**src/rtl/core/afd_pkg.sv**
```systemverilog
// Package with the shared types and constants of the adaptive frame dropper.
package afd_pkg;

    localparam int RATE_W     = 7;
    localparam int SPEED_W    = 10;
    localparam int DIVR_W     = 8;
    localparam int DIVIDEND_W = RATE_W + DIVR_W;
    localparam int POLICY_W   = 3;
    localparam int ADDR_W     = 4;
    localparam int DATA_W     = 32;

    localparam logic [POLICY_W-1:0] POL_NONE      = 3'd0;
    localparam logic [POLICY_W-1:0] POL_DROP      = 3'd1;
    localparam logic [POLICY_W-1:0] POL_SLOW      = 3'd2;
    localparam logic [POLICY_W-1:0] POL_SLOW_DROP = 3'd3;
    localparam logic [POLICY_W-1:0] POL_DROP_SLOW = 3'd4;

    localparam logic [1:0] REG_NATIVE_RATE = 2'd0;
    localparam logic [1:0] REG_POLICY      = 2'd1;
    localparam logic [1:0] REG_MIN_RATE    = 2'd2;
    localparam logic [1:0] REG_MIN_SPEED   = 2'd3;

    localparam logic [RATE_W-1:0]   NATIVE_RATE_RST = 7'd30;
    localparam logic [RATE_W-1:0]   MIN_RATE_RST    = 7'd15;
    localparam logic [SPEED_W-1:0]  MIN_SPEED_RST   = 10'd90;
    localparam logic [SPEED_W-1:0]  SPEED_MAX       = 10'd1023;
    localparam logic [DIVR_W-1:0]   DIVR_MAX        = 8'd255;
    localparam logic [DIVR_W-1:0]   DIVR_KEEP_EDGE  = 8'd2;

    typedef struct packed {
        logic signed [1:0]    drop_request;
        logic [SPEED_W-1:0]   cur_speed;
        logic                 key_frame;
    } afd_in_t;

    typedef struct packed {
        logic                 drop_frame;
        logic [SPEED_W-1:0]   new_play_speed;
        logic [RATE_W-1:0]    effective_frame_rate;
    } afd_out_t;

    typedef struct packed {
        logic [RATE_W-1:0]    native_frame_rate;
        logic [POLICY_W-1:0]  smooth_policy;
        logic [RATE_W-1:0]    min_frame_rate;
        logic [SPEED_W-1:0]   min_play_speed;
    } afd_cfg_t;

endpackage

```
**src/rtl/core/adaptive_frame_dropper_top.sv**
```systemverilog
// Top level of the adaptive frame dropper: sequencer, dropper state and result register.
//
//  Channel   Direction  Handshake              Payload
//  src       in         src_valid / src_stall  afd_in_t  (lag, speed, key-frame flag)
//  res       out        res_valid / res_stall  afd_out_t (drop flag, new speed, rate)
//  apb       in/out     psel/penable/pready    four registers at byte addresses 0..12
//
//  While the drop divider is non-zero, a transaction runs through the 15-step serial
//  divider that works out the effective frame rate; while it is zero, the divider is
//  skipped and the native rate is used.
//  Reset is asynchronous and active low; it restores the register defaults and the
//  dropper state (divider 0, countdown 1, drop mode).
//  A stall on the result side only holds the sequencer in its final step once the
//  result register is full; a new input is taken only when the sequencer is idle.
module adaptive_frame_dropper_top
    import afd_pkg::*;
(
    input  logic                clk,
    input  logic                rst_n,
    input  logic                psel,
    input  logic                penable,
    input  logic                pwrite,
    input  logic [ADDR_W-1:0]   paddr,
    input  logic [DATA_W-1:0]   pwdata,
    output logic [DATA_W-1:0]   prdata,
    output logic                pready,
    input  logic                src_valid,
    output logic                src_stall,
    input  afd_in_t             src_data,
    output logic                res_valid,
    input  logic                res_stall,
    output afd_out_t            res_data
);

    // Sequencer state codes.
    localparam logic [1:0] S_IDLE = 2'd0;
    localparam logic [1:0] S_DIV  = 2'd1;
    localparam logic [1:0] S_DONE = 2'd2;

    afd_cfg_t               cfg;
    logic [1:0]             state_reg,   state_next;
    afd_in_t                item_reg,    item_next;
    logic [RATE_W-1:0]      rate_reg,    rate_next;
    logic [DIVR_W-1:0]      divr_reg,    divr_next;
    logic [DIVR_W-1:0]      cnt_reg,     cnt_next;
    logic                   keep_reg,    keep_next;
    logic                   res_valid_reg, res_valid_next;
    afd_out_t               res_data_reg,  res_data_next;

    logic                   src_take;
    logic                   res_free;
    logic                   div_start;
    logic                   div_done;
    logic [DIVIDEND_W-1:0]  div_dividend;
    logic [DIVIDEND_W-1:0]  div_quotient;

    logic signed [1:0]      drop_req;
    logic signed [1:0]      slow_req;
    logic                   rate_le_min;
    logic                   speed_le_min;
    logic signed [SPEED_W+1:0] speed_wide;
    logic [SPEED_W-1:0]     speed_new;
    logic                   drop_up;
    logic                   drop_down;
    logic [DIVR_W-1:0]      divr_step;
    logic                   keep_step;
    logic [DIVR_W-1:0]      cnt_step;
    logic [DIVR_W-1:0]      cnt_dec;
    logic                   drop_hit;
    logic                   drop_out;

    afd_cfg u_cfg
    (
        .clk     (clk),
        .rst_n   (rst_n),
        .psel    (psel),
        .penable (penable),
        .pwrite  (pwrite),
        .paddr   (paddr),
        .pwdata  (pwdata),
        .prdata  (prdata),
        .cfg     (cfg)
    );

    assign pready = 1'b1;

    // New input is only taken while the sequencer is idle.
    assign src_stall = (state_reg != S_IDLE);
    assign src_take  = src_valid && !src_stall;
    assign res_free  = !res_valid_reg || !res_stall;

    // In keep mode the rate is native/divider; in drop mode it is
    // native*(divider-1)/divider. The small multiply is done at acceptance.
    assign div_start    = src_take && (divr_reg != '0);
    assign div_dividend = keep_reg ? DIVIDEND_W'(cfg.native_frame_rate)
                                   : DIVIDEND_W'(cfg.native_frame_rate)
                                     * DIVIDEND_W'(divr_reg - 1'b1);

    afd_div u_div
    (
        .clk      (clk),
        .rst_n    (rst_n),
        .start    (div_start),
        .dividend (div_dividend),
        .divisor  (divr_reg),
        .done     (div_done),
        .quotient (div_quotient)
    );

    // Smoothing policy: split the lag into a drop request and a slow-down request.
    assign rate_le_min  = rate_reg <= cfg.min_frame_rate;
    assign speed_le_min = item_reg.cur_speed <= cfg.min_play_speed;

    always_comb
    begin
        drop_req = item_reg.drop_request;
        slow_req = item_reg.drop_request;
        case (cfg.smooth_policy)
            POL_DROP:
            begin
                slow_req = '0;
                if (rate_le_min)
                    drop_req = '0;
            end
            POL_SLOW:
            begin
                drop_req = '0;
                if (speed_le_min)
                    slow_req = '0;
            end
            POL_SLOW_DROP:
            begin
                if (!speed_le_min)
                    drop_req = '0;
                else
                    slow_req = '0;
            end
            POL_DROP_SLOW:
            begin
                if (!rate_le_min)
                    slow_req = '0;
                else
                    drop_req = '0;
            end
            default:
            begin
                drop_req = '0;
                slow_req = '0;
            end
        endcase
    end

    // The new speed saturates at both ends of its range.
    assign speed_wide = $signed({2'b00, item_reg.cur_speed})
                      - $signed({{SPEED_W{slow_req[1]}}, slow_req});

    always_comb
    begin
        if (speed_wide[SPEED_W+1])
            speed_new = '0;
        else if (speed_wide[SPEED_W])
            speed_new = SPEED_MAX;
        else
            speed_new = speed_wide[SPEED_W-1:0];
    end

    // Divider and mode update from the drop request.
    assign drop_up   = !drop_req[1] && drop_req[0];
    assign drop_down = drop_req[1];

    always_comb
    begin
        divr_step = divr_reg;
        keep_step = keep_reg;
        if (drop_up)
        begin
            if (keep_reg)
            begin
                divr_step = (divr_reg == DIVR_MAX) ? DIVR_MAX : divr_reg + 1'b1;
            end
            else if (divr_reg == '0)
            begin
                divr_step = DIVR_W'(cfg.native_frame_rate);
            end
            else
            begin
                divr_step = divr_reg - 1'b1;
                if (divr_step == DIVR_KEEP_EDGE)
                    keep_step = 1'b1;
            end
        end
        else if (drop_down)
        begin
            if (keep_reg)
            begin
                if (divr_reg != '0)
                begin
                    divr_step = divr_reg - 1'b1;
                    if (divr_step == DIVR_KEEP_EDGE)
                        keep_step = 1'b0;
                end
            end
            else if (divr_reg != '0)
            begin
                if (divr_reg == DIVR_W'(cfg.native_frame_rate))
                    divr_step = '0;
                else
                    divr_step = (divr_reg == DIVR_MAX) ? DIVR_MAX : divr_reg + 1'b1;
            end
        end
    end

    // The countdown is clocked for every frame that is not a key frame while
    // dropping is active; its expiry marks the one frame in each period.
    assign cnt_dec = cnt_reg - 1'b1;

    always_comb
    begin
        cnt_step = cnt_reg;
        drop_hit = 1'b0;
        drop_out = 1'b0;
        if (!item_reg.key_frame && (divr_step != '0))
        begin
            if (cnt_dec == '0)
            begin
                cnt_step = divr_step;
                drop_hit = 1'b1;
            end
            else
            begin
                cnt_step = cnt_dec;
            end
            drop_out = keep_step ^ drop_hit;
        end
    end

    // Sequencer.
    always_comb
    begin
        state_next     = state_reg;
        item_next      = item_reg;
        rate_next      = rate_reg;
        divr_next      = divr_reg;
        cnt_next       = cnt_reg;
        keep_next      = keep_reg;
        res_valid_next = res_valid_reg && res_stall;
        res_data_next  = res_data_reg;
        case (state_reg)
            S_IDLE:
            begin
                if (src_take)
                begin
                    item_next = src_data;
                    if (divr_reg == '0)
                    begin
                        rate_next  = cfg.native_frame_rate;
                        state_next = S_DONE;
                    end
                    else
                    begin
                        state_next = S_DIV;
                    end
                end
            end
            S_DIV:
            begin
                if (div_done)
                begin
                    rate_next  = div_quotient[RATE_W-1:0];
                    state_next = S_DONE;
                end
            end
            S_DONE:
            begin
                if (res_free)
                begin
                    divr_next      = divr_step;
                    keep_next      = keep_step;
                    cnt_next       = cnt_step;
                    res_valid_next = 1'b1;
                    res_data_next.drop_frame           = drop_out;
                    res_data_next.new_play_speed       = speed_new;
                    res_data_next.effective_frame_rate = rate_reg;
                    state_next     = S_IDLE;
                end
            end
            default:
            begin
                state_next = S_IDLE;
            end
        endcase
    end

    always_ff @(posedge clk or negedge rst_n)
    begin
        if (!rst_n)
        begin
            state_reg     <= S_IDLE;
            divr_reg      <= '0;
            cnt_reg       <= DIVR_W'(1);
            keep_reg      <= 1'b0;
            res_valid_reg <= 1'b0;
        end
        else
        begin
            state_reg     <= state_next;
            divr_reg      <= divr_next;
            cnt_reg       <= cnt_next;
            keep_reg      <= keep_next;
            res_valid_reg <= res_valid_next;
        end
    end

    always_ff @(posedge clk)
    begin
        item_reg     <= item_next;
        rate_reg     <= rate_next;
        res_data_reg <= res_data_next;
    end

    assign res_valid = res_valid_reg;
    assign res_data  = res_data_reg;

    // The divider reports a result only while the sequencer waits for it.
    assert property (@(posedge clk) disable iff (!rst_n)
        div_done |-> state_reg == S_DIV)
        else $error("divider result outside the divide step");

    // The countdown is reloaded from a non-zero divider and so never reads zero.
    assert property (@(posedge clk) disable iff (!rst_n)
        cnt_reg != '0)
        else $error("drop countdown reached zero");

    // A new result appears only as the sequencer leaves its final step.
    assert property (@(posedge clk) disable iff (!rst_n)
        $rose(res_valid_reg) |-> $past(state_reg) == S_DONE)
        else $error("result produced outside the final step");

endmodule

```
**src/rtl/core/afd_div.sv**
```systemverilog
// Serial restoring divider, one quotient bit per cycle.
module afd_div
    import afd_pkg::*;
(
    input  logic                    clk,
    input  logic                    rst_n,
    input  logic                    start,
    input  logic [DIVIDEND_W-1:0]   dividend,
    input  logic [DIVR_W-1:0]       divisor,
    output logic                    done,
    output logic [DIVIDEND_W-1:0]   quotient
);

    localparam int CNT_W = $clog2(DIVIDEND_W);
    localparam logic [CNT_W-1:0] LAST_STEP = CNT_W'(DIVIDEND_W - 1);

    logic                   busy_reg,  busy_next;
    logic                   done_reg,  done_next;
    logic [CNT_W-1:0]       cnt_reg,   cnt_next;
    logic [DIVR_W-1:0]      rem_reg,   rem_next;
    logic [DIVIDEND_W-1:0]  quo_reg,   quo_next;
    logic [DIVR_W-1:0]      divr_reg,  divr_next;
    logic [DIVR_W:0]        trial;
    logic [DIVR_W:0]        diff;
    logic                   fits;

    // Bring down the next dividend bit and try the subtraction.
    assign trial = {rem_reg, quo_reg[DIVIDEND_W-1]};
    assign diff  = trial - {1'b0, divr_reg};
    assign fits  = trial >= {1'b0, divr_reg};

    always_comb
    begin
        busy_next = busy_reg;
        done_next = 1'b0;
        cnt_next  = cnt_reg;
        rem_next  = rem_reg;
        quo_next  = quo_reg;
        divr_next = divr_reg;
        if (start)
        begin
            busy_next = 1'b1;
            cnt_next  = '0;
            rem_next  = '0;
            quo_next  = dividend;
            divr_next = divisor;
        end
        else if (busy_reg)
        begin
            rem_next = fits ? diff[DIVR_W-1:0] : trial[DIVR_W-1:0];
            quo_next = {quo_reg[DIVIDEND_W-2:0], fits};
            if (cnt_reg == LAST_STEP)
            begin
                busy_next = 1'b0;
                done_next = 1'b1;
            end
            else
            begin
                cnt_next = cnt_reg + 1'b1;
            end
        end
    end

    always_ff @(posedge clk or negedge rst_n)
    begin
        if (!rst_n)
        begin
            busy_reg <= 1'b0;
            done_reg <= 1'b0;
            cnt_reg  <= '0;
        end
        else
        begin
            busy_reg <= busy_next;
            done_reg <= done_next;
            cnt_reg  <= cnt_next;
        end
    end

    always_ff @(posedge clk)
    begin
        rem_reg  <= rem_next;
        quo_reg  <= quo_next;
        divr_reg <= divr_next;
    end

    assign done     = done_reg;
    assign quotient = quo_reg;

    // The result is only announced at the end of a run of steps.
    assert property (@(posedge clk) disable iff (!rst_n)
        done_reg |-> $past(busy_reg))
        else $error("divider finished without running");

    // The step counter never passes the last step while running.
    assert property (@(posedge clk) disable iff (!rst_n)
        busy_reg |-> cnt_reg <= LAST_STEP)
        else $error("divider step count out of range");

    // The remainder always stays below the divisor after a step.
    assert property (@(posedge clk) disable iff (!rst_n)
        ($past(busy_reg) && !$past(start) && divr_reg != '0) |-> rem_reg < divr_reg)
        else $error("divider remainder not reduced");

endmodule

```
**src/rtl/core/afd_cfg.sv**
```systemverilog
// APB-style configuration register bank of the adaptive frame dropper.
module afd_cfg
    import afd_pkg::*;
(
    input  logic                clk,
    input  logic                rst_n,
    input  logic                psel,
    input  logic                penable,
    input  logic                pwrite,
    input  logic [ADDR_W-1:0]   paddr,
    input  logic [DATA_W-1:0]   pwdata,
    output logic [DATA_W-1:0]   prdata,
    output afd_cfg_t            cfg
);

    afd_cfg_t    cfg_reg, cfg_next;
    logic        wr_en;
    logic [1:0]  reg_sel;

    assign wr_en   = psel && penable && pwrite;
    assign reg_sel = paddr[ADDR_W-1:2];

    always_comb
    begin
        cfg_next = cfg_reg;
        if (wr_en)
        begin
            case (reg_sel)
                REG_NATIVE_RATE: cfg_next.native_frame_rate = pwdata[RATE_W-1:0];
                REG_POLICY:      cfg_next.smooth_policy     = pwdata[POLICY_W-1:0];
                REG_MIN_RATE:    cfg_next.min_frame_rate    = pwdata[RATE_W-1:0];
                REG_MIN_SPEED:   cfg_next.min_play_speed    = pwdata[SPEED_W-1:0];
                default:         cfg_next = cfg_reg;
            endcase
        end
    end

    always_comb
    begin
        case (reg_sel)
            REG_NATIVE_RATE: prdata = DATA_W'(cfg_reg.native_frame_rate);
            REG_POLICY:      prdata = DATA_W'(cfg_reg.smooth_policy);
            REG_MIN_RATE:    prdata = DATA_W'(cfg_reg.min_frame_rate);
            REG_MIN_SPEED:   prdata = DATA_W'(cfg_reg.min_play_speed);
            default:         prdata = '0;
        endcase
    end

    always_ff @(posedge clk or negedge rst_n)
    begin
        if (!rst_n)
        begin
            cfg_reg.native_frame_rate <= NATIVE_RATE_RST;
            cfg_reg.smooth_policy     <= POL_NONE;
            cfg_reg.min_frame_rate    <= MIN_RATE_RST;
            cfg_reg.min_play_speed    <= MIN_SPEED_RST;
        end
        else
        begin
            cfg_reg <= cfg_next;
        end
    end

    assign cfg = cfg_reg;

endmodule

```
**config.mk**
```make
export PLATFORM = sky130hd
export DESIGN_NAME = adaptive_frame_dropper_top
export DESIGN_NICKNAME = d
export VERILOG_FILES = /design/src/rtl/core/afd_pkg.sv /design/src/rtl/core/adaptive_frame_dropper_top.sv /design/src/rtl/core/afd_div.sv /design/src/rtl/core/afd_cfg.sv
export SDC_FILE = /design/constraint.sdc
export NUM_CORES = 1
export LEC_CHECK = 0
export ABC_CLOCK_PERIOD_IN_PS = 9600
export BUFFER_PORTS_ARGS = -buffer_cell sky130_fd_sc_hd__buf_2
export CORE_AREA = 2 2 143 145
export DETAILED_ROUTE_END_ITERATION = 10
export DIE_AREA = 0 0 145 147
export GPL_ROUTABILITY_DRIVEN = 1
export PLACE_DENSITY_LB_ADDON = 0.25
export SLEW_MARGIN = 30
export SYNTH_ARGS = -nofsm -noshare
export SYNTH_HDL_FRONTEND = slang
export SYNTH_SLANG_ARGS = --single-unit
export TNS_END_PERCENT = 100
```
**constraint.sdc**
```tcl
create_clock -name clk -period 9.6 [get_ports clk]
set_input_delay 0.48 -clock clk [delete_from_list [all_inputs] [get_ports clk]]
set_output_delay 0.48 -clock clk [all_outputs]
set_load 0.03 [all_outputs]
```
==> results_tabular.tex <==
\begin{tabular}{lr}
\hline
Metric & Value \\
\hline
\multicolumn{2}{l}{\textbf{Yosys}} \\
Warnings from Yosys & 0 \\
Area of the mapped netlist & about 9700 um2 \\
Number of synthesized flops with an enable pin & 61 \\
Average cell area after synthesis & 9.54 um2 \\
Number of synthesized register bits & about 120 \\
Most used DFF post-synth & sky130\_fd\_sc\_hd\_\_edfxtp\_1 \\
Share of flip-flops with an asynchronous set or reset & between 40\% and 50\% \\
Gate Count Post-Synth & a little over 1000 \\
Cell variety after synth & 72 \\
Seq/Total Area, Yosys & between 30\% and 40\% \\
\multicolumn{2}{l}{\textbf{Clocking}} \\
Clock transition at path regs & $\sim$60 ps \\
Clock latency on the worst-skew pair & about 400 ps \\
Number of buffers on the longest clock path & 2 \\
CTS Hold Buffers Added & 0 \\
Post-CTS Setup Repair Bufs & 0 \\
Clk root buf & sky130\_fd\_sc\_hd\_\_clkbuf\_16 \\
Clock net sink count & between 100 and 150 \\
Number of gates resized after cts & 0 \\
Clock tree from TritonCTS & done \\
H-Tree Depth & 4 \\
TritonCTS buffer count & 17 \\
\multicolumn{2}{l}{\textbf{Place}} \\
Weighted congestion reported at the end of routability-driven placement & 0.852 \\
Port Buffer Count & 61 \\
Cells after DPL & roughly 1300 \\
Half-perimeter wire length of the detailed placement result & $\sim$16000 um \\
\multicolumn{2}{l}{\textbf{Floorplan}} \\
Initial core utilization & about half \\
Die Outline Area & approximately 21000 um2 \\
Site Rows & 52 \\
Placeable core region & 19800 um2 \\
Die W & 145 um \\
I/O pin total & approximately 110 \\
Chip Height & approximately 150 um \\
\multicolumn{2}{l}{\textbf{Global route}} \\
Vias in the first global route & roughly 7000 \\
Maximum number of pins on one net before global-route repair & 54 \\
Total GRT Usage & 20.5\% \\
Antenna violations before repair & 0 \\
Wire length of the first global-routing pass & around 35000 um \\
Remaining global-route overflow & 0 \\
\multicolumn{2}{l}{\textbf{Setup path}} \\
Crit path DAT & around 6700 ps \\
Startpoint types & flop \\
Worst reg2reg path depth & 21 \\
Total number of cells along the worst setup path & 21 \\
Buffers \& Inverters on Critical Path & 4 \\
End of the worst register-to-register path & u\_div.quotient[14] \\
Nature of the critical path endpoint & flop \\
Critical path cell sequence & inv\_1 -> ha\_1 -> nor3b\_1 -> nand2\_1 -> xor2\_1 -> nand2b\_1 -> fa\_1 -> inv\_1 -> fa\_1 -> fa\_1 -> inv\_1 -> fa\_1 -> inv\_1 -> ha\_1 -> and3\_1 -> a21oi\_1 -> o21ai\_0 -> nor4\_1 -> nor3\_1 -> xnor2\_1 -> a22o\_1 \\
Crit path max-delay cell type & sky130\_fd\_sc\_hd\_\_xor2\_1 \\
Setup crit start & divr\_reg[0] \\
Startpoint-to-endpoint class of the critical path & flop to flop \\
Crit path largest cell delay & about 640 ps \\
Worst R2R Setup Slack & 3110 ps \\
Largest driver fanout on the critical path & 15 \\
Critical Path End & u\_div.quotient[14] \\
R2R Path Start & divr\_reg[0] \\
Required time of the worst setup path & 9760 ps \\
CP delay by family, top & adder cells \\
\multicolumn{2}{l}{\textbf{Drt}} \\
Routed via count & between 7000 and 8000 \\
Average detailed-routed wire length per instance & about 16 um \\
Starting DRT DRC Count & 462 \\
DR vias/cell & between 5 and 6 \\
Wire length reported by the detailed router & approximately 21000 um \\
Post-detailed-route DRC marker count & 0 \\
DRT Pass-1 Iters & 6 \\
Detail Route Antenna Nets & 0 \\
\multicolumn{2}{l}{\textbf{Final layout}} \\
Area growth from synthesis to final layout & 11.3\% \\
Flip-flop count of the largest register, all copies and words added & 27 \\
Final Instance Count excl. Fillers & about 1300 \\
Fraction of final layout cells with drive strength greater than 1 & between 10 and 15\% \\
Filler Cells Inserted & roughly 1800 \\
\# nets final & between 1000 and 1500 \\
Finished Core Util & 54.4\% \\
Leading cell type in the layout, fill and taps excluded & sky130\_fd\_sc\_hd\_\_inv\_1 \\
Top library cells by usage in the layout, fill and taps aside & sky130\_fd\_sc\_hd\_\_inv\_1, sky130\_fd\_sc\_hd\_\_nand2\_1, sky130\_fd\_sc\_hd\_\_ha\_1 \\
Number of diodes added for antenna fixing & 0 \\
\multicolumn{2}{l}{\textbf{Timing}} \\
Clock tree skew after final layout & around 7 ps \\
Final setup violating endpoints & 0 \\
Tcrit/Tclk final & between 60\% and 70\% \\
Total count of max-transition violations in the final report & 0 \\
Unrepaired setup endpoints after global routing & no \\
Aggregate negative setup slack & 0 ps \\
FMAX & 154 MHz \\
Shortest clock period the worst path allows after layout & $\sim$6500 ps \\
Relative max-transition margin & between 30\% and 40\% \\
Final Hold Violating Endpoints & 0 \\
Worst-Margin Slew & around 950 ps \\
Worst slack on hold paths & 183 ps \\
\multicolumn{2}{l}{\textbf{Job}} \\
MaxCap Viol Count & 0 \\
\multicolumn{2}{l}{\textbf{Pwr}} \\
VDD IR max & around 0.28 mV \\
Cell Pwr Density & roughly 340 nW/um2 \\
Reported leakage power & between 4 and 5 nW \\
\multicolumn{2}{l}{\textbf{Run status}} \\
Run status & complete, no violations \\
\multicolumn{2}{l}{\textbf{Worst hold path}} \\
Worst hold-check path type & input port to async pin \\
\hline
\end{tabular}
-- routing by layer --
metal / global-route usage [%] / up-vias / share of wire (%)
met5: 0 / - / 0
met4: 5.50 / 0 / 1.2
met3: 3.26 / 18 / 3.6
met2: 34.5 / 148 / 48
met1: 27.8 / 3412 / 47
li1: - / 3522 / -
-- worst min path at each step --
stage	to	slack, ps	cells past startpoint
4_1_cts	u_div.busy_reg	210	2
2_1_floorplan	cnt_reg[1]	180	0
5_1_grt	item_reg[9]	220	1
6_report	u_div.busy_reg	180	2
3_5_place_dp	u_div.rem_reg[7]	460	2
3_3_place_gp	u_div.rem_reg[7]	460	2
-- cell families after synthesis --
logic type / share of synthesized area, %
compound gates: 12.9
xor+xnor: 4.51
fa+ha+maj: 19.6
buf+inv: 8.71
flops: 34.4
mux: 4.97
other cells: 0.0774
simple gates: 14.9
-- layout make-up --
type                    instances  area (um2)  share of cell area (%)
inverters                     133         499                    4.63
clock inverters                12         194                    1.80
clock buffers                  20         457                    4.23
well taps                     270         338                    3.13
flip-flops and latches        122        3330                    30.9
repair buffers                 68         358                    3.32
multi-input cells             719        5610                    52.0
-- stage by stage --
stage,worst slack (ps),power (mW),area (um2)
4_1_cts,3150,3.76,10800
5_1_grt,2630,4.11,10800
3_3_place_gp,3230,2.99,10100
3_5_place_dp,3150,3.03,10100
2_1_floorplan,3870,2.59,9780
6_report,3110,3.72,10800
-- cell usage after synthesis (19+ instances only) --
library cell,instances,share of area (%)
sky130_fd_sc_hd__a21oi_1,52,2.7
sky130_fd_sc_hd__and2_1,19,1.2
sky130_fd_sc_hd__buf_4,23,1.8
sky130_fd_sc_hd__clkbuf_1,34,1.3
sky130_fd_sc_hd__dfrtp_1,40,10
sky130_fd_sc_hd__edfxtp_1,61,19
sky130_fd_sc_hd__fa_1,48,9.9
sky130_fd_sc_hd__ha_1,75,9.7
sky130_fd_sc_hd__inv_1,131,5.1
sky130_fd_sc_hd__mux2_2,23,2.7
sky130_fd_sc_hd__nand2_1,81,3.1
sky130_fd_sc_hd__nor2_1,66,2.6
sky130_fd_sc_hd__nor2b_1,38,2.5
sky130_fd_sc_hd__o21ai_0,55,2.8
sky130_fd_sc_hd__xnor2_1,36,3.3
-- power breakdown --
part / total (mW) / leakage [nW] / switching (mW) / internal, mW
sequential: 0.864 / 1.26 / 0.146 / 0.717
combinational: 2.15 / 3.33 / 1.20 / 0.951
clock: 0.703 / 0.318 / 0.230 / 0.473
(Power assumes the default switching activity.)
